==> src/hdl/pcd_pkg.sv <==
`timescale 1ns / 1ps
package pcd_pkg;

  localparam int COORD_WIDTH_DEF = 32;

  // Internal widths, sized for coordinates of up to 32 bits.
  localparam int DW    = 34;  // point minus axis point
  localparam int DIRW  = 18;  // axis direction, Q1.16
  localparam int RADW  = 31;  // radius
  localparam int PW    = 52;  // d * dir and their sum
  localparam int TW    = 38;  // axial length t
  localparam int QW    = 56;  // t * dir
  localparam int RW    = 41;  // radial components and their magnitudes
  localparam int KW    = 4;   // normalising shift
  localparam int SQW   = 64;  // sum of squares
  localparam int REMW  = 36;  // square root remainder
  localparam int ROOTW = 32;  // square root
  localparam int LW    = 42;  // radial length
  localparam int NW    = 58;  // division numerator
  localparam int QB    = 17;  // quotient bits
  localparam int DSTW  = 44;  // unsaturated distance

  localparam int CFG_AW    = 5;
  localparam int REG_COUNT = 7;
  localparam logic [NW-1:0] HALF_Q16 = NW'(32768);
  localparam logic [QB-1:0] UNIT_Q16 = QB'(65536);

  typedef enum logic [2:0] {
    REG_AP_X   = 3'd0,
    REG_AP_Y   = 3'd1,
    REG_AP_Z   = 3'd2,
    REG_DIR_X  = 3'd3,
    REG_DIR_Y  = 3'd4,
    REG_DIR_Z  = 3'd5,
    REG_RADIUS = 3'd6
  } reg_idx_t;

  typedef struct packed {
    logic [2:0][31:0]     ap;
    logic [2:0][DIRW-1:0] dir;
    logic [RADW-1:0]      radius;
  } cfg_t;

  // Data riding alongside the square root cells.
  typedef struct packed {
    logic [2:0][RW-1:0] a;
    logic [KW-1:0]      k;
    logic [2:0]         neg;
  } sq_side_t;

  // Data riding alongside the divider cells.
  typedef struct packed {
    logic signed [DSTW-1:0] sdist;
    logic                   on_axis;
    logic [2:0]             neg;
  } dv_side_t;

endpackage

==> src/hdl/pcd_div_cell.sv <==
`timescale 1ns / 1ps
module pcd_div_cell #(
  parameter int SHIFT = 0
) (
  input  logic                             clk,
  input  logic                             rst,
  input  logic                             valid_in,
  input  pcd_pkg::dv_side_t                side_in,
  input  logic [pcd_pkg::LW-1:0]           den_in,
  input  logic [2:0][pcd_pkg::NW-1:0]      rem_in,
  input  logic [2:0][pcd_pkg::QB-1:0]      q_in,
  output logic                             valid_out,
  output pcd_pkg::dv_side_t                side_out,
  output logic [pcd_pkg::LW-1:0]           den_out,
  output logic [2:0][pcd_pkg::NW-1:0]      rem_out,
  output logic [2:0][pcd_pkg::QB-1:0]      q_out
);
  import pcd_pkg::*;

  logic [NW-1:0] dsh;
  logic [2:0]    ge;

  always_comb begin
    dsh = NW'(den_in) << SHIFT;
    for (int i = 0; i < 3; i++) begin
      ge[i] = rem_in[i] >= dsh;
    end
  end

  always_ff @(posedge clk) begin
    if (rst) begin
      valid_out <= 1'b0;
    end else begin
      valid_out <= valid_in;
    end
  end

  always_ff @(posedge clk) begin
    side_out <= side_in;
    den_out  <= den_in;
    for (int i = 0; i < 3; i++) begin
      rem_out[i] <= ge[i] ? rem_in[i] - dsh : rem_in[i];
      q_out[i]   <= {q_in[i][QB-2:0], ge[i]};
    end
  end
endmodule

==> config.mk <==
export PLATFORM = sky130hd
export DESIGN_NAME = pcd_div_cell
export DESIGN_NICKNAME = d
export VERILOG_FILES = /design/src/hdl/pcd_pkg.sv /design/src/hdl/pcd_div_cell.sv
export SDC_FILE = /design/constraint.sdc
export NUM_CORES = 1
export LEC_CHECK = 0
export ABC_AREA = 1
export ABC_CLOCK_PERIOD_IN_PS = 2600
export BUFFER_PORTS_ARGS = -buffer_cell sky130_fd_sc_hd__buf_4
export CAP_MARGIN = 20
export CELL_PAD_IN_SITES_DETAIL_PLACEMENT = 1
export CELL_PAD_IN_SITES_GLOBAL_PLACEMENT = 1
export CORE_MARGIN = 5
export CORE_UTILIZATION = 35
export DETAILED_ROUTE_END_ITERATION = 8
export PLACE_DENSITY_LB_ADDON = 0.1
export SLEW_MARGIN = 20
export SYNTH_ARGS = -nofsm -noshare
export SYNTH_HDL_FRONTEND = slang
export SYNTH_SLANG_ARGS = --single-unit
export TNS_END_PERCENT = 5
==> constraint.sdc <==
create_clock -name clk -period 2.6 [get_ports clk]
set_input_delay 0.26 -clock clk [delete_from_list [all_inputs] [get_ports clk]]
set_output_delay 0.26 -clock clk [all_outputs]
set_load 0.02 [all_outputs]
==> metrics.csv <==
metric,value,unit
status,"complete, but fails checks",
failing checks,setup timing,
critical path's slowest cell,dlygate4sd3_1,
Reg power frac,0.308,
HPWL after detailed placement,96600,um
Setup TNS,-2210,ps
count of cell types in the netlist,35,
layout cell share with drive strength beyond 1,0.260,
min cycle time layout,2780,ps
GRT Util Overall,0.359,
first-pass GRT wire length,184000,um
Final Hold Viols,0,
YS warnings,0,
Critical Path RT,3080,ps
"most used cell, CP",nand2_1,
critical-path cell list,dlygate4sd3_1 -> buf_4 -> clkinvlp_4 -> ha_4 -> nand2_1 -> nand2_1 -> nand2_1 -> nand2_1 -> inv_1 -> nand3_2 -> nand2_2 -> nand3_2 -> nand2_2 -> nand2_2 -> inv_2 -> buf_12 -> buf_4 -> nand2_1 -> o21ai_1,
Num CTS Buffers,38,
via density per instance,5.03,
synth-to-layout area growth,61.4,%
GPL Wtd Cong,1.02,
IO Count,634,
DR pass1 iterations,5,
Fmax achieved,359,MHz
Slew headroom,0.667,
final setup violating endpoints,42,
DR iter-0 viols,2228,
CTS root buffer,clkbuf_16,
Post-synth EDFFs,0,
Yosys top cell by area,dfxtp_1,
Core Box Area,62700,um2
Final period util,1.07,
H-Tree Depth,2,
placed cell area,30000,um2
"commonest non-fill, non-tap cell in the layout",nand2_1,
Slew Limit Fails,0,
Die Y,261,um
leakage,18.8,nW
pwr dens,527,nW/um2
most frequent cells in the layout,"nand2_1, buf_4, inv_1",
Worst-Margin Slew,500,ps
"Avg Cell Area, Syn",5.96,um2
Syn Std Cell Area,22000,um2
Worst EP arrival,3260,ps
worst setup path category,in -> reg,
Syn Inst Count,3697,
Gate power share,0.385,
top_reg_cell synth,dfxtp_1,
top cell type's share of synthesized area,0.287,
asr flop ratio synth,0,
"top cells by area, synth","dfxtp_1, nand2_1, inv_1",
largest net degree at the start of global routing,59,
crit path capture type,flip-flop,
PnR worst setup slack,-183,ps
crit-path max FO,28,
NetSw,7.15,mW
startpoint types,input pin,
crit-path max cell delay,540,ps
switching part of the total,0.382,
Inst Count DP,5427,
Hold Crit Class,in -> reg,
Worst-path clk slew,60,ps
FP Rows,92,
post-detailed-route count of antenna-violating nets,0,
"Seq/Total Area, Yosys",0.287,
Avg WL per Cell,23.4,um
Clk pwr share,0.307,
vias in the first global route,29703,
Die Width,261,um
Peak VDD IR,0.427,mV
# DRC,0,
PortBufs,630,
DRT Wirelength,137000,um
Final Non-Filler Cells,5837,
Die ar.,68100,um2
Pint,11.6,mW
# nets final,5398,
post-synthesis register bit count,316,
setup slack after placement,-143,ps
Starting Density,0.351,
max-cap violations,0,
GR Overflow Total,0,
"Net Count, Synth",4144,
vias post-DR,29376,
Clock Tree Buf Depth,3,
unrepaired setup endpoints after global routing,yes,
CTS tree,done,
cell area after layout,35500,um2
Sink Count,316,
initial antenna violation count,8,
## cells in the mapped netlist (17+ instances only)
cell / n
nand4_1: 56
dfxtp_1: 316
o21ai_1: 41
xnor2_1: 75
o21ai_2: 35
ha_1: 126
nand3_1: 174
nor3_1: 27
nand3b_1: 52
a21oi_1: 94
nand2_1: 1495
inv_2: 17
nor2_1: 290
inv_1: 729
nor2_2: 25
nand2_2: 26
## flip-flops by register name, indices dropped and copies added, names as in the netlist
name,flops
valid_out,1
den_out,42
rem_out,174
q_out,51
side_out,48
## worst paths after layout
check  slack, ps          end       start  depth (start not counted)
min            6  rem_out[88]  rem_in[88]                          3
max         -180   rem_out[3]   den_in[6]                         19
## area by class of cell
class	count	area (um2)
Inverter	746	2880
Fill cell	8343	27200
Multi-Input combinational cell	2605	13500
Tap cell	846	1060
Clock buffer	51	1060
Timing Repair Buffer	1244	10500
Antenna cell	11	27.5
Clock inverter	18	199
Sequential cell	316	6330
## worst max-delay path: cells and delay by family
kind / cells / cell delay [ps]
compound gates: 1 / 140
simple gates: 10 / 970
fa+ha+maj: 1 / 290
buf+inv: 7 / 1570
## cells by family (layout without fill, tap and decap cells)
family	Yosys count	count (layout)	share of synthesized area
flops	316	316	0.287
simple gates	2187	2187	0.411
fa+ha+maj	129	129	0.0743
buf+inv	776	2059	0.138
xor+xnor	79	79	0.0314
compound gates	210	210	0.0575
other cells	0	11	0
## layer usage
layer / part of all wire / up-vias / track usage
met5: 0.000095 / - / 0
met4: 0.064 / 2 / 0.168
met3: 0.073 / 479 / 0.0629
met2: 0.48 / 1370 / 0.632
met1: 0.38 / 13833 / 0.425
li1: - / 13692 / -
## power by group through the flow
stage / clock [mW] / sequential [mW] / combinational (mW)
final: 5.75 / 5.78 / 7.21
after global routing: 5.97 / 5.80 / 7.60
after CTS: 5.59 / 5.70 / 6.62
after detailed placement: 0 / 5.79 / 6.18
after global placement: 0 / 5.77 / 6.10
after floorplan: 0 / 6.44 / 2.38
## through the flow
step                power, mW   util  hold WS, ps
floorplan                8.82      -          288
global placement         11.9  0.478          364
detailed placement       12.0  0.478          366
CTS                      17.9  0.547        0.447
global route             19.4  0.567         1.75
finish                   18.7  0.567         6.10
## what timing repair did
item | CTS | global route
endpoints found under the hold margin | 307 | 0
setup endpoints to repair | 0 | 168
hold buffers | 308 | 0
buffers inserted | 0 | 20
resized for setup | 0 | 203
Note: power is estimated with default switching activity, not from simulation.
