### src/hdl/pcd_pkg.sv
`timescale 1ns / 1ps
package pcd_pkg;

  localparam int COORD_WIDTH_DEF = 32;

  // Internal widths, sized for coordinates of up to 32 bits.
  localparam int DW    = 34;  // point minus axis point
  localparam int DIRW  = 18;  // axis direction, Q1.16
  localparam int RADW  = 31;  // radius
  localparam int PW    = 52;  // d * dir and their sum
  localparam int TW    = 38;  // axial length t
  localparam int QW    = 56;  // t * dir
  localparam int RW    = 41;  // radial components and their magnitudes
  localparam int KW    = 4;   // normalising shift
  localparam int SQW   = 64;  // sum of squares
  localparam int REMW  = 36;  // square root remainder
  localparam int ROOTW = 32;  // square root
  localparam int LW    = 42;  // radial length
  localparam int NW    = 58;  // division numerator
  localparam int QB    = 17;  // quotient bits
  localparam int DSTW  = 44;  // unsaturated distance

  localparam int CFG_AW    = 5;
  localparam int REG_COUNT = 7;
  localparam logic [NW-1:0] HALF_Q16 = NW'(32768);
  localparam logic [QB-1:0] UNIT_Q16 = QB'(65536);

  typedef enum logic [2:0] {
    REG_AP_X   = 3'd0,
    REG_AP_Y   = 3'd1,
    REG_AP_Z   = 3'd2,
    REG_DIR_X  = 3'd3,
    REG_DIR_Y  = 3'd4,
    REG_DIR_Z  = 3'd5,
    REG_RADIUS = 3'd6
  } reg_idx_t;

  typedef struct packed {
    logic [2:0][31:0]     ap;
    logic [2:0][DIRW-1:0] dir;
    logic [RADW-1:0]      radius;
  } cfg_t;

  // Data riding alongside the square root cells.
  typedef struct packed {
    logic [2:0][RW-1:0] a;
    logic [KW-1:0]      k;
    logic [2:0]         neg;
  } sq_side_t;

  // Data riding alongside the divider cells.
  typedef struct packed {
    logic signed [DSTW-1:0] sdist;
    logic                   on_axis;
    logic [2:0]             neg;
  } dv_side_t;

endpackage

### src/hdl/pcd_sqrt_cell.sv
`timescale 1ns / 1ps
module pcd_sqrt_cell (
  input  logic                      clk,
  input  logic                      rst,
  input  logic                      valid_in,
  input  pcd_pkg::sq_side_t         side_in,
  input  logic [pcd_pkg::SQW-1:0]   v_in,
  input  logic [pcd_pkg::REMW-1:0]  rem_in,
  input  logic [pcd_pkg::ROOTW-1:0] root_in,
  output logic                      valid_out,
  output pcd_pkg::sq_side_t         side_out,
  output logic [pcd_pkg::SQW-1:0]   v_out,
  output logic [pcd_pkg::REMW-1:0]  rem_out,
  output logic [pcd_pkg::ROOTW-1:0] root_out
);
  import pcd_pkg::*;

  logic [REMW-1:0] rem2, trial;
  logic            ge;

  // One root bit per cell: bring down two radicand bits and try root*4+1.
  always_comb begin
    rem2  = {rem_in[REMW-3:0], v_in[SQW-1 -: 2]};
    trial = REMW'({root_in, 2'b01});
    ge    = rem2 >= trial;
  end

  always_ff @(posedge clk) begin
    if (rst) begin
      valid_out <= 1'b0;
    end else begin
      valid_out <= valid_in;
    end
  end

  always_ff @(posedge clk) begin
    side_out <= side_in;
    v_out    <= v_in << 2;
    rem_out  <= ge ? rem2 - trial : rem2;
    root_out <= {root_in[ROOTW-2:0], ge};
  end
endmodule

### config.mk
export PLATFORM = sky130hd
export DESIGN_NAME = pcd_sqrt_cell
export DESIGN_NICKNAME = d
export VERILOG_FILES = /design/src/hdl/pcd_pkg.sv /design/src/hdl/pcd_sqrt_cell.sv
export SDC_FILE = /design/constraint.sdc
export NUM_CORES = 1
export LEC_CHECK = 0
export ABC_CLOCK_PERIOD_IN_PS = 2300
export BUFFER_PORTS_ARGS = -buffer_cell sky130_fd_sc_hd__clkbuf_2
export CAP_MARGIN = 40
export CORE_AREA = 2 2 205 207
export DETAILED_ROUTE_END_ITERATION = 8
export DIE_AREA = 0 0 207 209
export PLACE_DENSITY_LB_ADDON = 0.3
export SLEW_MARGIN = 5
export SYNTH_ARGS = -nofsm -noshare
export SYNTH_HDL_FRONTEND = slang
export SYNTH_SLANG_ARGS = --single-unit
export TNS_END_PERCENT = 20
### constraint.sdc
create_clock -name clk -period 2.3 [get_ports clk]
set_input_delay 0.46 -clock clk [delete_from_list [all_inputs] [get_ports clk]]
set_output_delay 0.46 -clock clk [all_outputs]
set_load 0.02 [all_outputs]
==> results of run 1 <==
## cell usage in the layout (no fill, tap or decap), types with 4 or more instances in the layout
master           n
clkbuf_16       30
nor2b_1          4
nand2_1         63
o21bai_1         5
clkbuf_2       523
o21ai_0         44
a21o_1           7
o21a_1           4
clkbuf_8         4
inv_1           39
dfxtp_1        261
o21ai_2          5
ha_1            25
a21oi_1         33
nand4_1         12
inv_2            4
o211ai_1         4
dlygate4sd3_1  216
bufinv_16        5
buf_4          132
clkbuf_1         4
nand3_1          6
ha_4             9
o21ai_1          9
xnor2_1         17
nor3_1           9
nand2b_1         6
nor2_1          16
xor2_1          14
## flip-flops by register name (all words and copies together), names as in the netlist
signal / count
valid_out: 1
side_out: 130
root_out: 32
v_out: 62
rem_out: 36
## critical path, stage by stage
cell and delay (ps):
clkbuf_2 90, inv_1 90, ha_4 220, buf_4 150, and3_4 180, nand2_2 80, o221ai_2 110, nor3_2 260
o2111ai_2 230, a311oi_2 320, o21ai_1 130, mux2_1 320
## final cells by class
cell class	count	area share (%)
Tap cell	539	4.38
Clock buffer	37	5.17
Inverter	43	1.05
Antenna cell	1	0.0163
Multi-Input combinational cell	347	16.1
Clock inverter	14	1.43
Sequential cell	261	33.9
Timing Repair Buffer	874	37.9
## routing by layer
layer / vias to the layer above / global-route usage [%]
met4: 8 / 6.55
met2: 299 / 28.1
li1: 4035 / -
met1: 3755 / 17.0
met5: - / 0
met3: 76 / 5.08
## logic make-up (layout without fill, tap and decap cells)
group,after synthesis,in the layout,share of synthesized area [%]
mux,1,1,0.144
xor+xnor,32,32,3.58
other cells,1,3,0.0479
compound gates,141,141,11.2
buf+inv,67,968,3.96
simple gates,137,137,8.86
fa+ha+maj,34,34,5.43
flops,261,261,66.8
## worst paths after layout
| path | start | endpoint | slack, ps |
|---|---|---|---|
| worst max-delay path | root_in[15] | rem_out[35] | 100 |
| worst min-delay path | root_in[10] | root_out[11] | 40 |
## metrics by stage
step,instance area (um^2),utilization [%]
after floorplan,7930,-
after global placement,12100,29.2
after detailed placement,12100,29.2
after CTS,15300,37.2
after global routing,15400,37.3
final,15400,37.3
## power breakdown
part / internal [mW] / total, mW / leakage (nW) / switching, mW
Combinational: 1.17 / 2.55 / 4.85 / 1.38
Clock: 3.01 / 4.98 / 0.495 / 1.97
Sequential: 4.88 / 5.00 / 2.20 / 0.111
Total: 9.06 / 12.5 / 7.55 / 3.46
## what timing repair did
item / in CTS / in global routing
cloned: 0 / 1
endpoints found under the setup margin: 2 / 7
hold buffers: 216 / 0
endpoints found under the hold margin: 216 / 0
resized for setup: 17 / 6
buffers inserted: 3 / 0
pin swaps: 7 / 4
## synthesized netlist by cell type, drive strengths merged, types with 2 or more instances
library cell and number:
dfxtp 261, nand2 66, o21ai 58, inv 43
a21oi 36, ha 34, buf 18, xnor2 17
nor2 16, xor2 15, nand4 14, nor3 13
a21o 7, nand3 7, clkbuf 6, nand2b 6
o211ai 5, o21a 5, o21bai 5, a31oi 4
and3 4, nor2b 4, a211oi 2, a21boi 2
a221oi 2, and2 2, nor4 2, o2111ai 2
o31ai 2
==> metrics.md, run 1 <==
| Metric | Value |
|---|---|
| Die X | `207 um` |
| Mean post-synth cell area | `between 10 and 15 um^2` |
| Die area | `around 0.043 mm^2` |
| Yosys top cell area share | `between 60% and 70%` |
| Unrepaired setup endpoints after global routing | `true` |
| Final Setup Violations | `0` |
| Area Growth Syn to Fin | `96.7%` |
| 1st-pass router iterations | `4` |
| Final hold violation count | `0` |
| Global placement routability congestion | `0.819` |
| Area of the multi-input gates | `roughly 0.0025 mm^2` |
| Drc violations | `0` |
| Synth area leader | `dfxtp_1` |
| GR Overflow Total | `0` |
| Power Total | `12.5 mW` |
| Die Height | `approximately 210 um` |
| Max rail drop VDD | `about 0.54 mV` |
| Final ANT Viol Nets | `0` |
| Hold crit path type | `in2reg` |
| Critical path peak fanout | `4` |
| Hold Path Cell Cnt | `1` |
| CTS Buf Count | `29` |
| Startpoint types | `primary input` |
| Sequential cell area | `around 0.0052 mm^2` |
| Post-Synthesis Cell Area | `0.00783 mm^2` |
| Via density | `just under 4` |
| Count of cell types in the netlist | `between 50 and 60` |
| Hold Slack | `between 30 and 40 ps` |
| Post-route insts no fill | `approximately 2100` |
| Wire per inst | `16.8 um` |
| Largest net degree at the start of global routing | `49` |
| Vias in the first global route | `between 8000 and 9000` |
| Fill cell count | `4155` |
| Met1 Wirelength | `13600 um` |
| Main synth FF type | `dfxtp_1` |
| First-pass GRT wire length | `approximately 53000 um` |
| Net count, final | `1855` |
| Fmax | `about 0.45 GHz` |
| Post-synthesis sequential area ratio | `between 60% and 70%` |
| Placed cell count | `around 1800` |
| DRT iter0 DRCs | `305` |
| Core area | `between 0.04 and 0.05 mm^2` |
| Worst Path Class, Setup | `in2reg` |
| Crit end category | `flip-flop` |
| #FFs+latches synth | `~260` |
| Met3 wire len | `2660 um` |
| Pwr dens | `just over 800 mW/mm^2` |
| Sink Count | `about 260` |
| Share of cells above drive strength 1 | `between 40% and 50%` |
| Final wirelength | `around 36000 um` |
| Period minus WS final | `around 2200 ps` |
| Met2 wire len | `approximately 18000 um` |
| Root Driver | `clkbuf_16` |
| Ys Warns | `0` |
| Pre-CTS setup slack | `-692 ps` |
| # rows | `75` |
| Ratio of final minimum period to clock period | `a little over nine tenths` |
| Max clock buf depth | `3` |
| PortBufs | `approximately 520` |
| Via count | `~8200` |
| Synth area leaders | `dfxtp_1 67%, ha_1 5.4%, nand2_1 3.0%` |
| Final WS setup | `97.9 ps` |
| Max cap viols | `0` |
| Total track usage | `between 10% and 20%` |
| Clock slew at reported path FFs | `roughly 60 ps` |
| Outcome | `completed` |
| Top sig layer | `met5` |
| Arrival time at the worst endpoint | `approximately 2600 ps` |
| Post-synth ARST share | `0%` |
| Worst EP required | `about 2700 ps` |
| CTS tree | `done` |
| Initial core utilization | `a little under a fifth` |
| Antenna violations before repair | `7` |
| I/O pin count | `528` |
| Post-DP HPWL | `26600 um` |
| Leak | `7.55 nW` |
| Htree depth | `1` |
| Cell count after synthesis | `between 600 and 700` |
| Max Slew Vio Count | `0` |
| EDFF count, synth | `0` |
| Setup TNS | `0 ps` |
Note: power is estimated with default switching activity, not from simulation.
==> run 2: changes to the inputs <==
--- a/config.mk
+++ b/config.mk
@@ -12,6 +12,7 @@
 export DETAILED_ROUTE_END_ITERATION = 8
 export DIE_AREA = 0 0 207 209
 export PLACE_DENSITY_LB_ADDON = 0.3
+export RECOVER_POWER = 100
 export SLEW_MARGIN = 5
 export SYNTH_ARGS = -nofsm -noshare
 export SYNTH_HDL_FRONTEND = slang
==> run 2 against run 1 <==
Via count barely moved. Global-route usage unchanged. First-iteration DRC count is 13% lower. Hold slack improved by 18 ps. Final cell count stayed put. Utilization decreased by 0.98 points. Clock-buffer cell count is the same. Flip-flop and latch count stayed put. Worst setup slack got worse by 38 ps. Combinational power fell by 5%. Sequential share of layout area increased by 0.92 points. Non-clock buffer count stayed put. Largest power group unchanged.
==> metrics.md, run 2 (synthesis results as in run 1) <==
| Metric | Value |
|---|---|
| Outcome | `completed` |
| CP max stage cell | `dlygate4sd3_1` |
| Drc violations | `0 (unchanged)` |
| Worst EP required | `2730 ps (about the same)` |
| Leading cell type in the layout, fill and taps excluded | `clkbuf_1` |
| Top flop regs | `side_out (130), v_out (62), rem_out (36)` |
| First-pass GRT wire length | `52600 um (unchanged)` |
| Die X | `207 um (unchanged)` |
| Die Height | `209 um (unchanged)` |
| Via count | `8171 (-0.024%)` |
| Initial core utilization | `19.0% (unchanged)` |
| Placed cell count | `1845 (unchanged)` |
| Leak | `6.67 nW (-12%)` |
| Clock slew at reported path FFs | `60 ps (about the same)` |
| Clock share of power | `40.2% (+0.4 points)` |
| Max clock buf depth | `3 (unchanged)` |
| Max Slew Vio Count | `0 (unchanged)` |
| Setup TNS | `0 ps (unchanged)` |
| Worst Path Buf+Inv | `5 (+2)` |
| Crit-path max cell delay | `530 ps (+210 ps)` |
| Net count, final | `1855 (unchanged)` |
| Combinational group share of total power | `19.6% (-0.7 points)` |
| Via density | `3.86 (about the same)` |
| Max cap viols | `0 (unchanged)` |
| Global placement routability congestion | `0.819 (unchanged)` |
| Sink Count | `261 (unchanged)` |
| Max FFs per register | `130 (unchanged)` |
| Final hold violation count | `0 (unchanged)` |
| Wire per inst | `16.9 um (+0.61%)` |
| Htree depth | `1 (unchanged)` |
| Crit end category | `flip-flop` |
| Critical path peak fanout | `24 (+20)` |
| Final wirelength | `35800 um (+0.61%)` |
| Root Driver | `clkbuf_16` |
| Int Power | `8.95 mW (-1.2%)` |
| Total track usage | `15.7% (unchanged)` |
| Sequential fraction of design power | `40.2% (+0.3 points)` |
| Core area | `0.0413 mm^2 (unchanged)` |
| Antenna violations before repair | `7 (unchanged)` |
| Worst Path Class, Setup | `in2reg` |
| DRT iter0 DRCs | `264 (-13%)` |
| Fmax | `0.446 GHz (-1.7%)` |
| Arrival time at the worst endpoint | `2670 ps (+30 ps)` |
| PortBufs | `523 (unchanged)` |
| Max rail drop VDD | `0.546 mV (+0.63%)` |
| Largest net degree at the start of global routing | `49 (unchanged)` |
| GR Overflow Total | `0 (unchanged)` |
| # rows | `75 (unchanged)` |
| I/O pin count | `528 (unchanged)` |
| Period minus WS final | `2240 ps (+37.8 ps)` |
| Area Growth Syn to Fin | `91.5%` |
| 1st-pass router iterations | `4 (unchanged)` |
| Post-DP HPWL | `26600 um (unchanged)` |
| Vias in the first global route | `8866 (unchanged)` |
| Final Core Density | `36.3% (-0.98 points)` |
| Share of cells above drive strength 1 | `29.0% (-19 points)` |
| Switching Share | `27.8% (+0.22 points)` |
| Ratio of final minimum period to clock period | `97.4% (+1.6 points)` |
| Unrepaired setup endpoints after global routing | `true` |
| Largest reg by FF count | `side_out` |
| Final Setup Violations | `0 (unchanged)` |
| Psw | `3.45 mW (-0.12%)` |
| Commonest cells after routing, fill and taps aside | `296 x clkbuf_1, 261 x dfxtp_1, 231 x clkbuf_2, 216 x dlygate4sd3_1, 132 x buf_4` |
| Actual slew at the worst max-slew pin | `around 540 ps` |
| Die area | `0.0433 mm^2 (unchanged)` |
| CTS Buf Count | `29 (unchanged)` |
| Pwr dens | `828 mW/mm^2 (+1.8%)` |
| Hold crit path type | `in2reg` |
| Final ANT Viol Nets | `0 (unchanged)` |
| CTS tree | `done` |
| Critical path, cell by cell | `dlygate4sd3_1, clkbuf_1, inv_1, ha_1, a21oi_1, buf_4, o211a_1, nand4_1, nand2_4, buf_6, o21ai_0` |
| Slew margin rel. | `64.2%` |
| Post-route insts no fill | `2116 (unchanged)` |
| Startpoint types | `primary input` |
| Delay-heaviest family, CP | `buffers and inverters` |
## run 2: cell count changes in the layout (fill, tap and decap cells not counted)
cell,change
buf_12,-1
nand4_2,-1
clkbuf_16,-1
nand4_1,+1
buf_6,+1
a31oi_4,-1
clkbuf_1,+292
a31oi_2,+1
clkbuf_2,-292
clkbuf_4,+1
## run 2: timing repair
action / 4_1_cts / 5_1_grt
pin swaps: 7 / 4
hold buffers: 216 / 0
setup endpoints to repair: 2 / 7
setup buffers: 3 / 0
gates resized for setup: 17 / 6
hold endpoints to repair: 216 / 0
cloned: 0 / 1
## run 2: routing by layer
layer / share of wire [%] / wire [um] / GRT usage, % / vias to the layer above
met1: 39 / 13900 / 17.0 / 3749
met3: 7.0 / 2500 / 5.08 / 76
met4: 3.9 / 1390 / 6.55 / 8
met2: 50 / 18000 / 28.1 / 304
met5: 0.13 / 48 / 0 / -
li1: - / - / - / 4034
## run 2: power by group through the flow
stage | sequential, mW | clock, mW | combinational, mW
2_1_floorplan | 5.54 | 0 | 0.634
3_3_place_gp | 5.09 | 0 | 2.19
3_5_place_dp | 5.09 | 0 | 2.20
4_1_cts | 5.00 | 5.15 | 2.55
5_1_grt | 5.02 | 5.32 | 2.63
6_report | 4.99 | 4.98 | 2.43
## run 2: final timing paths
path,from,to,slack (ps),cells past startpoint
setup / recovery,root_in[29],rem_out[11],60,11
hold / removal,root_in[10],root_out[11],60,1
## run 2: cell type report
cell class                      instances  area, um^2
Clock inverter                         14         220
Tap cell                              539         674
Sequential cell                       261        5230
Fill cell                            4339       26300
Inverter                               43         161
Timing Repair Buffer                  874        5440
Clock buffer                           37         796
Antenna cell                            1        2.50
Multi-Input combinational cell        347        2470
## run 2: per-stage QoR
| stage | setup slack [ps] | cell area, um^2 | power [mW] | hold slack [ps] |
|---|---|---|---|---|
| finish | 60.2 | 15000 | 12.4 | 56.0 |
| global route | -36.1 | 15000 | 13.0 | 20.1 |
| CTS | 18.7 | 15300 | 12.7 | 3.95 |
| detailed placement | -692 | 12100 | 7.29 | 564 |
| global placement | -677 | 12100 | 7.28 | 562 |
| floorplan | -2.48 | 7930 | 6.17 | 488 |
