### src/hdl/pcd_pkg.sv
`timescale 1ns / 1ps
package pcd_pkg;

  localparam int COORD_WIDTH_DEF = 32;

  // Internal widths, sized for coordinates of up to 32 bits.
  localparam int DW    = 34;  // point minus axis point
  localparam int DIRW  = 18;  // axis direction, Q1.16
  localparam int RADW  = 31;  // radius
  localparam int PW    = 52;  // d * dir and their sum
  localparam int TW    = 38;  // axial length t
  localparam int QW    = 56;  // t * dir
  localparam int RW    = 41;  // radial components and their magnitudes
  localparam int KW    = 4;   // normalising shift
  localparam int SQW   = 64;  // sum of squares
  localparam int REMW  = 36;  // square root remainder
  localparam int ROOTW = 32;  // square root
  localparam int LW    = 42;  // radial length
  localparam int NW    = 58;  // division numerator
  localparam int QB    = 17;  // quotient bits
  localparam int DSTW  = 44;  // unsaturated distance

  localparam int CFG_AW    = 5;
  localparam int REG_COUNT = 7;
  localparam logic [NW-1:0] HALF_Q16 = NW'(32768);
  localparam logic [QB-1:0] UNIT_Q16 = QB'(65536);

  typedef enum logic [2:0] {
    REG_AP_X   = 3'd0,
    REG_AP_Y   = 3'd1,
    REG_AP_Z   = 3'd2,
    REG_DIR_X  = 3'd3,
    REG_DIR_Y  = 3'd4,
    REG_DIR_Z  = 3'd5,
    REG_RADIUS = 3'd6
  } reg_idx_t;

  typedef struct packed {
    logic [2:0][31:0]     ap;
    logic [2:0][DIRW-1:0] dir;
    logic [RADW-1:0]      radius;
  } cfg_t;

  // Data riding alongside the square root cells.
  typedef struct packed {
    logic [2:0][RW-1:0] a;
    logic [KW-1:0]      k;
    logic [2:0]         neg;
  } sq_side_t;

  // Data riding alongside the divider cells.
  typedef struct packed {
    logic signed [DSTW-1:0] sdist;
    logic                   on_axis;
    logic [2:0]             neg;
  } dv_side_t;

endpackage

### src/hdl/pcd_regs.sv
`timescale 1ns / 1ps
module pcd_regs (
  input  logic                       clk,
  input  logic                       rst,
  input  logic                       psel,
  input  logic                       penable,
  input  logic                       pwrite,
  input  logic [pcd_pkg::CFG_AW-1:0] paddr,
  input  logic [31:0]                pwdata,
  output logic [31:0]                prdata,
  output logic                       pready,
  output pcd_pkg::cfg_t              cfg
);
  import pcd_pkg::*;

  reg_idx_t idx;
  logic     wr;

  assign idx    = reg_idx_t'(paddr[CFG_AW-1:2]);
  assign wr     = psel && penable && pwrite;
  assign pready = 1'b1;

  always_ff @(posedge clk) begin
    if (rst) begin
      cfg.ap     <= '0;
      cfg.dir    <= {DIRW'(65536), DIRW'(0), DIRW'(0)};
      cfg.radius <= RADW'(65536);
    end else if (wr) begin
      unique case (idx)
        REG_AP_X:   cfg.ap[0]  <= pwdata;
        REG_AP_Y:   cfg.ap[1]  <= pwdata;
        REG_AP_Z:   cfg.ap[2]  <= pwdata;
        REG_DIR_X:  cfg.dir[0] <= pwdata[DIRW-1:0];
        REG_DIR_Y:  cfg.dir[1] <= pwdata[DIRW-1:0];
        REG_DIR_Z:  cfg.dir[2] <= pwdata[DIRW-1:0];
        REG_RADIUS: cfg.radius <= pwdata[RADW-1:0];
        default: ;
      endcase
    end
  end

  always_comb begin
    unique case (idx)
      REG_AP_X:   prdata = cfg.ap[0];
      REG_AP_Y:   prdata = cfg.ap[1];
      REG_AP_Z:   prdata = cfg.ap[2];
      REG_DIR_X:  prdata = 32'(cfg.dir[0]);
      REG_DIR_Y:  prdata = 32'(cfg.dir[1]);
      REG_DIR_Z:  prdata = 32'(cfg.dir[2]);
      REG_RADIUS: prdata = 32'(cfg.radius);
      default:    prdata = '0;
    endcase
  end
endmodule

### config.mk
export PLATFORM = sky130hd
export DESIGN_NAME = pcd_regs
export DESIGN_NICKNAME = d
export VERILOG_FILES = /design/src/hdl/pcd_pkg.sv /design/src/hdl/pcd_regs.sv
export SDC_FILE = /design/constraint.sdc
export NUM_CORES = 1
export LEC_CHECK = 0
export BUFFER_PORTS_ARGS = -buffer_cell sky130_fd_sc_hd__buf_2
export CORE_ASPECT_RATIO = 0.75
export CORE_MARGIN = 4
export CORE_UTILIZATION = 35
export CTS_CLUSTER_SIZE = 16
export DETAILED_ROUTE_END_ITERATION = 10
export PLACE_DENSITY_LB_ADDON = 0.25
export SYNTH_ARGS = -nofsm -noshare
export SYNTH_HDL_FRONTEND = slang
export SYNTH_SLANG_ARGS = --single-unit
### constraint.sdc
create_clock -name clk -period 1.3 [get_ports clk]
set_input_delay 0.13 -clock clk [delete_from_list [all_inputs] [get_ports clk]]
set_output_delay 0.13 -clock clk [all_outputs]
set_load 0.02 [all_outputs]
==> results of run 1 <==
layer usage:
layer	up-vias	wire length, µm
met5	-	12
met4	2	543
met3	38	1690
met2	206	13100
met1	3520	13600
li1	3518	-
power by group through the flow:
stage	sequential (µW)	combinational [µW]	clock, µW
after CTS	5610	1080	5280
after detailed placement	5740	1040	0
after global routing	5620	1160	5520
after global placement	5740	1030	0
final	5620	1090	5140
after floorplan	5790	517	0
logic make-up (layout without fill, tap and decap cells):
family | Yosys count | count (layout) | share of synthesized area (%)
other | 1 | 1 | 0.0440
buffers and inverters | 68 | 407 | 4.30
AO/OA/AOI/OAI | 89 | 89 | 7.96
multiplexers | 223 | 223 | 26.5
AND/OR/NAND/NOR | 261 | 261 | 18.6
flip-flops | 181 | 181 | 42.6
worst max-delay path, cell delays in order (launching register included):
cell and delay (ns):
dfxtp_2 0.32, mux2_4 0.27, a32oi_2 0.17, o211ai_1 0.13, buf_4 0.18
what timing repair did:
| action | CTS | global route |
|---|---|---|
| buffers inserted | 44 | 3 |
| pin swaps | 28 | 9 |
| resized for setup | 111 | 23 |
| setup endpoints to repair | 32 | 32 |
| endpoints found under the hold margin | 4 | 0 |
| hold buffers | 2 | 0 |
cells in the mapped netlist (all sizes together):
cell type,count
or2,1
mux2,20
and4b,1
and2,3
conb,1
and3b,3
nand2b,211
nor2,5
clkbuf,33
buf,34
dfxtp,181
inv,1
a21oi,1
o21ai,13
a2bb2oi,19
nand2,30
and4,1
mux2i,203
a31oi,1
a22oi,21
a32oi,17
o211ai,16
nor2b,6
a22o,1
how the worst min path moves through the flow:
stage / from / to / slack [ns] / cells past startpoint
final: pwdata[21] / cfg[21] / 0.03 / 3
after detailed placement: pwdata[31] / cfg[116] / 0.46 / 3
after floorplan: pwdata[16] / cfg[16] / 0.30 / 2
after CTS: pwdata[21] / cfg[21] / 0.01 / 3
after global placement: pwdata[31] / cfg[116] / 0.45 / 3
after global routing: pwdata[23] / cfg[140] / 0.04 / 3
final cells by class:
class                   instances  area [µm²]
fillers                      2230       11900
well taps                     331         414
clock inverters                14         140
clock buffers                  18         429
inverters                       1        3.75
repair buffers                374        2660
flip-flops and latches        181        3710
multi-input cells             574        4690
metrics by stage:
stage / TNS, ns / cell area (µm²) / power (µW) / hold WS, ns / worst slack [ns]
after floorplan: -0.0128 / 8520 / 6310 / 0.301 / -0.00214
after global placement: -33.90 / 10800 / 6770 / 0.454 / -0.265
after detailed placement: -34.12 / 10800 / 6780 / 0.460 / -0.290
after CTS: -8.01 / 11900 / 12000 / 0.0102 / -0.370
after global routing: -9.79 / 12000 / 12300 / 0.0439 / -0.407
final: -7.26 / 12000 / 11900 / 0.0289 / -0.340
==> flow_metrics.env, run 1 <==
export IMPL_status="finished with violations"
export IMPL_violations="setup timing"
export IMPL_core_mm2=0.0240
export IMPL_power_share_clock_pct=43.4
export IMPL_setup_worst_path_end_class="primary output"
export IMPL_cts_path_max_buffers=2
export IMPL_max_vdd_ir_drop_mv=0.884
export IMPL_dp_cells=1412
export IMPL_grt_pass1_vias=7591
export IMPL_reg2reg_depth=3
export IMPL_fin_util_pct=50.2
export IMPL_syn_area_mm2=0.00852
export IMPL_path_clk_slew_ns=0.08
export IMPL_synth_top_area_share_pct=42.6
export IMPL_ff2ff_setup_slack_ns=0.57
export IMPL_initial_core_util_pct=35.5
export IMPL_cp_required_ns=1.17
export IMPL_finalWirelength_um=28900
export IMPL_power_density_mw_per_mm2=985
export IMPL_top_register="cfg"
export IMPL_worstReg2RegStart="cfg[109]"
export IMPL_die_area_mm2=0.0269
export IMPL_die_y_um=143
export IMPL_final_cell_mix="buf_2, nand2b_1, mux2i_1"
export IMPL_crit_arrival_ns=1.51
export IMPL_use_met3_pct=5.94
export IMPL_avgViaCountPerCell=4.88
export IMPL_worstSetupEndpoint="prdata[4]"
export IMPL_hold_class="in2reg"
export IMPL_ant_nets=0
export IMPL_fp_row_count=49
export IMPL_io_pins=256
export IMPL_synth_cells=823
export IMPL_drt_iter0_drc=379
export IMPL_cts_num_sinks=181
export IMPL_yosysUniqueCellTypes=30
export IMPL_critPathLaunchType="flop"
export IMPL_period_needed_ns=1.64
export IMPL_wl_per_cell_um=19.4
export IMPL_rsz0062_at_grt="true"
export IMPL_power_frac_seq_pct=47.4
export IMPL_layout_drive_gt1_share_pct=44.5
export IMPL_use_met1_pct=28.4
export IMPL_cts_tree="yes"
export IMPL_yosysSeqAreaShare_pct=42.6
export IMPL_worst_path_max_fanout=2
export IMPL_yosys_register_bits=181
export IMPL_crit_type="reg2out"
export IMPL_grt_busiest_layer="met2"
export IMPL_combPwrFrac_pct=9.2
export IMPL_cts_buffers=17
export IMPL_switching_power_uw=3070
export IMPL_fmax_ghz=0.610
export IMPL_n_antenna_cell=0
export IMPL_dr_pass1_iters=5
export IMPL_finalCritPeriodShare_pct=126
export IMPL_top_regs="cfg: 181 flops"
export IMPL_antenna_found_initial=1
export IMPL_die_w_um=188
export IMPL_timing_rr_end="cfg[109]"
export IMPL_setup_viol=32
export IMPL_fin_worst_skew_ns=0
export IMPL_grt_usage_pct=21.2
export IMPL_grt_max_degree=63
export IMPL_final_common_cell="buf_2"
export IMPL_syn_avg_cell_area_um2=10.3
export IMPL_drcViolationCount=0
export IMPL_nets=1191
export IMPL_dpl_hpwl_um=20200
export IMPL_grtUsageMet2_pct=33.1
export IMPL_synthTopCellsByArea="dfxtp_1, mux2i_1, nand2b_1"
export IMPL_synth_largest_area_cell="dfxtp_1"
export IMPL_cts_root_buf="clkbuf_16"
export IMPL_p_leak_uw=0.00625
export IMPL_swShare_pct=25.9
export IMPL_grt_overflow_total=0
export IMPL_vias=7284
export IMPL_htree_levels=4
export IMPL_syn_to_final_growth_pct=41.4
export IMPL_worst_slack_ns=-0.340
export IMPL_setup_worst_path_start="cfg[153]"
export IMPL_io_buffers=252
export IMPL_internal_power_uw=8780
export IMPL_clock_latency_ns=0.43
export IMPL_ys_warn_count=0
export IMPL_gp_congestion=0.806
export IMPL_grt_pass1_wl_um=44300
export IMPL_finalNonFillerCells=1493
export IMPL_synth_nets=865
export IMPL_hold_violations=0
export IMPL_slew_viol_final=0
export IMPL_largest_reg_flops=181
export IMPL_cap_viol_max_count=0
(Power assumes the default switching activity.)
==> run 2: changes to the inputs <==
- clock period: 1.3 -> 1.35 ns (I/O delays scaled with it)
==> flow_metrics.env, run 2 (synthesis gave the netlist of run 1 again) <==
export IMPL_status="finished with violations"
export IMPL_violations="setup timing"
export IMPL_setup_viol=32
export IMPL_syn_to_final_growth_pct=40.4
export IMPL_worst_path_max_fanout=2
export IMPL_gp_congestion=0.821
export IMPL_avgViaCountPerCell=4.95
export IMPL_path_clk_slew_ns=0.07
export IMPL_dr_pass1_iters=5
export IMPL_fmax_ghz=0.605
export IMPL_hold_class="in2reg"
export IMPL_final_common_cell="buf_2"
export IMPL_cts_buffers=17
export IMPL_layout_drive_gt1_share_pct=43.9
export IMPL_core_mm2=0.0240
export IMPL_dpl_hpwl_um=20400
export IMPL_fin_area_mm2=0.0120
export IMPL_htree_levels=4
export IMPL_drcViolationCount=0
export IMPL_slew_viol_final=0
export IMPL_io_buffers=252
export IMPL_clock_latency_ns=0.42
export IMPL_p_leak_uw=0.00620
export IMPL_top_regs="cfg: 181 flops"
export IMPL_crit_arrival_ns=1.52
export IMPL_drt_iter0_drc=399
export IMPL_grt_pass1_vias=7211
export IMPL_die_area_mm2=0.0269
export IMPL_cap_viol_max_count=0
export IMPL_final_cell_mix="buf_2, nand2b_1, mux2i_1"
export IMPL_die_y_um=143
export IMPL_cts_path_max_buffers=2
export IMPL_worst_slack_ns=-0.303
export IMPL_antenna_found_initial=0
export IMPL_io_pins=256
export IMPL_critPathLaunchType="flop"
export IMPL_largest_reg_flops=181
export IMPL_fill_cells=2266
export IMPL_crit_type="reg2out"
export IMPL_crit_path_cell_trace="mux2_4, a32oi_2, o211ai_1, buf_4"
export IMPL_top_register="cfg"
export IMPL_ant_nets=0
export IMPL_grt_max_degree=73
export IMPL_finalCritPeriodShare_pct=122
export IMPL_hold_violations=0
export IMPL_fin_worst_skew_ns=0
export IMPL_power_density_mw_per_mm2=974
export IMPL_reg2reg_depth=4
export IMPL_initial_core_util_pct=35.5
export IMPL_dpl_cell_area_mm2=0.0107
export IMPL_max_vdd_ir_drop_mv=0.843
export IMPL_cts_num_sinks=181
export IMPL_fp_row_count=49
export IMPL_period_needed_ns=1.65
export IMPL_die_w_um=188
export IMPL_fin_util_pct=49.9
export IMPL_cts_tree="yes"
export IMPL_cp_required_ns=1.22
export IMPL_cts_root_buf="clkbuf_16"
export IMPL_critical_path_slowest_cell="dfxtp_1"
export IMPL_grt_pass1_wl_um=43600
export IMPL_cpPeakStageDelay_ns=0.32
export IMPL_grt_overflow_total=0
export IMPL_holdPathStages=3
export IMPL_grt_usage_pct=20.8
export IMPL_rsz0062_at_grt="true"
export IMPL_nets=1184
export IMPL_wl_per_cell_um=19.4
export IMPL_vias=7359
export IMPL_setup_worst_path_end_class="primary output"
export IMPL_finalWirelength_um=28900
## run 2: changes by cell type in the layout (fill, tap and decap cells not counted), moves of 3 or more
cell,previous run,this run
buf_4,119,114
a32oi_1,9,13
a32oi_2,8,4
inv_6,9,5
buf_12,30,27
clkinv_2,0,3
## run 2: cell type report
class	count	area, µm²	area share, %
multi-input combinational	574	4670	39.0
antenna	1	2.50	0.0209
clock buffer	19	433	3.62
timing repair buffer	367	2560	21.4
clock inverter	13	168	1.40
inverter	1	3.75	0.0314
tap	331	414	3.46
sequential	181	3710	31.0
## run 2: where the power goes
part	internal [µW]	total (µW)	switching [µW]
combinational	475	1040	569
clock	2950	5200	2250
sequential	5380	5410	31.5
total	8800	11700	2850
## run 2: final timing paths
kind                    from   endpoint  slack [ns]
hold / removal    pwdata[31]   cfg[180]        0.04
hold reg to reg      cfg[90]    cfg[90]        0.48
setup reg to reg     cfg[95]    cfg[95]        0.53
setup / recovery    cfg[149]  prdata[0]       -0.30
## run 2: timing repair
action | CTS | global route
endpoints found under the hold margin | 2 | 0
cloned | 0 | 0
hold buffers | 1 | 0
gates resized for setup | 76 | 59
setup buffers | 31 | 9
endpoints found under the setup margin | 32 | 32
pin swaps | 27 | 20
## run 2: per-layer routing
layer / GRT usage (%) / vias up / part of all wire (%)
li1: - / 3513 / -
met1: 30.4 / 3582 / 49
met2: 31.5 / 239 / 43
met3: 4.28 / 25 / 5.8
met4: 5.17 / 0 / 1.5
met5: 0 / - / 0
## run 2: worst max-delay path, delay by kind of cell, from the launching register on
kind | cells | cell delay (ns)
AOI/OAI and AO/OA | 2 | 0.32
DFF | 1 | 0.32
buffers and inverters | 1 | 0.19
muxes | 1 | 0.27
## run 2: metrics by stage
step / power, µW / TNS, ns / setup slack (ns) / instances / hold slack [ns]
after floorplan: 6070 / 0 / 0.0153 / 823 / 0.306
after global placement: 6520 / -27.19 / -0.228 / 1413 / 0.438
after detailed placement: 6520 / -30.15 / -0.274 / 1413 / 0.443
after CTS: 11700 / -7.11 / -0.295 / 1477 / 0.0156
after global routing: 12100 / -8.16 / -0.368 / 1486 / 0.0351
final: 11700 / -5.58 / -0.303 / 1487 / 0.0421
==> run 3: changes to the inputs <==
- CORE_UTILIZATION: 35 -> 37
- CTS_BUF_LIST: not set -> sky130_fd_sc_hd__clkbuf_2
==> flow_metrics.env, run 3 (synthesis gave the netlist of run 1 again) <==
export IMPL_fp_row_count=47
export IMPL_cts_root_buf="clkbuf_2"
export IMPL_combPwrFrac_pct=12.5
export IMPL_top_regs="cfg: 181 flops"
export IMPL_syn_to_final_growth_pct=61.9
export IMPL_power_density_mw_per_mm2=699
export IMPL_fmax_ghz=0.475
export IMPL_die_area_mm2=0.0255
export IMPL_hold_violations=0
export IMPL_setup_worst_path_end_class="flop"
export IMPL_ant_nets=0
export IMPL_vias=7977
export IMPL_avgViaCountPerCell=5.10
export IMPL_path_clk_slew_ns=0.30
export IMPL_min_to="cfg[148]"
export IMPL_nets=1296
export IMPL_drcViolationCount=0
export IMPL_dp_cells=1382
export IMPL_top_layer_used="met4"
export IMPL_io_buffers=252
export IMPL_switching_power_uw=2770
export IMPL_crit_type="in2reg"
export IMPL_layout_drive_gt1_share_pct=55.5
export IMPL_finalWirelength_um=31700
export IMPL_rsz0062_at_grt="true"
export IMPL_final_cell_mix="buf_6, nand2b_1, mux2i_1"
export IMPL_met1_length_um=14600
export IMPL_wl_per_cell_um=20.3
export IMPL_die_w_um=183
export IMPL_hold_class="in2reg"
export IMPL_worst_slack_ns=-0.756
export IMPL_worstReg2RegStart="cfg[16]"
export IMPL_power_frac_seq_pct=56.1
export IMPL_largest_reg_flops=181
export IMPL_initial_core_util_pct=38.1
export IMPL_wl_met3_um=1810
export IMPL_period_needed_ns=2.11
export IMPL_htree_levels=4
export IMPL_fin_worst_skew_ns=0
export IMPL_drt_iter0_drc=451
export IMPL_die_y_um=139
export IMPL_fin_hold_ws_ns=0.109
export IMPL_relSlewSlack_pct=53.6
export IMPL_grt_max_degree=48
export IMPL_setup_viol=216
export IMPL_cts_tree="yes"
export IMPL_p_leak_uw=0.00678
export IMPL_gp_congestion=0.784
export IMPL_core_mm2=0.0223
export IMPL_finalNonFillerCells=1564
export IMPL_top_register="cfg"
export IMPL_grt_pass1_vias=7919
export IMPL_cp_required_ns=2.06
export IMPL_ff2ff_setup_slack_ns=0.12
export IMPL_reg2reg_depth=3
export IMPL_final_common_cell="buf_6"
export IMPL_cts_path_max_buffers=2
export IMPL_grt_pass1_wl_um=46800
export IMPL_antenna_found_initial=3
export IMPL_max_vdd_ir_drop_mv=0.614
export IMPL_clock_latency_ns=0.74
export IMPL_power_share_clock_pct=31.4
export IMPL_cts_num_sinks=181
export IMPL_fin_util_pct=61.7
export IMPL_grt_overflow_total=0
export IMPL_crit_arrival_ns=2.82
export IMPL_p_total_uw=9640
export IMPL_io_pins=256
export IMPL_status="finished with violations"
export IMPL_finalCritPeriodShare_pct=156
export IMPL_internal_power_uw=6870
export IMPL_dpl_hpwl_um=21000
export IMPL_holdPathStages=6
export IMPL_violations="setup timing"
export IMPL_worst_path_max_fanout=42
export IMPL_timing_rr_end="cfg[16]"
export IMPL_swShare_pct=28.7
export IMPL_route_met2_wl_um=14600
export IMPL_dr_pass1_iters=5
export IMPL_grt_usage_pct=23.3
export IMPL_worstMarginPinSlew_ns=0.693
export IMPL_min_delay_start="penable"
export IMPL_cap_viol_max_count=0
export IMPL_cts_buffers=17
export IMPL_critPathLaunchType="primary input"
export IMPL_slew_viol_final=0
==> run 3: how the worst max path moves through the flow <==
stage,depth (start not counted),slack (ns),start,end
2_1_floorplan,5,0.02,paddr[2],prdata[19]
3_3_place_gp,6,-0.17,paddr[3],prdata[19]
3_5_place_dp,6,-0.19,paddr[3],prdata[19]
4_1_cts,4,-0.74,cfg[132],prdata[15]
5_1_grt,4,-0.88,cfg[97],prdata[12]
6_report,7,-0.76,rst,cfg[16]
==> run 3: cell type report <==
| cell class | count | area [µm²] |
|---|---|---|
| fill | 1841 | 8560 |
| multi-input combinational | 574 | 4680 |
| timing repair buffer | 479 | 4570 |
| sequential | 181 | 3890 |
| tap | 294 | 368 |
| clock inverter | 15 | 175 |
| clock buffer | 17 | 85.1 |
| antenna | 3 | 7.51 |
| inverter | 1 | 3.75 |
==> run 3: through the flow <==
stage,setup WS [ns],setup TNS [ns],instance area [µm²]
floorplan,0.0153,0,8520
global placement,-0.169,-13.56,10700
detailed placement,-0.194,-18.18,10700
CTS,-0.736,-54.43,12900
global route,-0.884,-67.22,13800
finish,-0.756,-37.54,13800
==> run 3: repair_timing <==
action | 4_1_cts | 5_1_grt
endpoints found under the hold margin | 181 | 114
pin swaps | 25 | 8
resized for setup | 440 | 196
setup buffers | 67 | 67
setup endpoints to repair | 213 | 215
hold buffers | 36 | 1
==> run 3: worst max-delay path, cell delays in order <==
cell	delay, ns
buf_4	0.11
dlygate4sd3_1	1.00
buf_12	0.27
nor2_1	0.06
dlygate4sd3_1	0.56
mux2i_1	0.11
dlygate4sd3_1	0.55
==> run 3: metal layers <==
layer	track usage, %	vias to the layer above
met4	6.66	0
met2	36.2	307
met5	0	-
li1	-	3737
met1	33.0	3886
met3	4.62	47
==> run 3: power by group through the flow <==
| stage | clock (µW) | combinational, µW | sequential [µW] |
|---|---|---|---|
| 2_1_floorplan | 0 | 497 | 5570 |
| 3_3_place_gp | 0 | 988 | 5530 |
| 3_5_place_dp | 0 | 998 | 5530 |
| 4_1_cts | 3100 | 1150 | 5430 |
| 5_1_grt | 3340 | 1260 | 5410 |
| 6_report | 3030 | 1210 | 5400 |
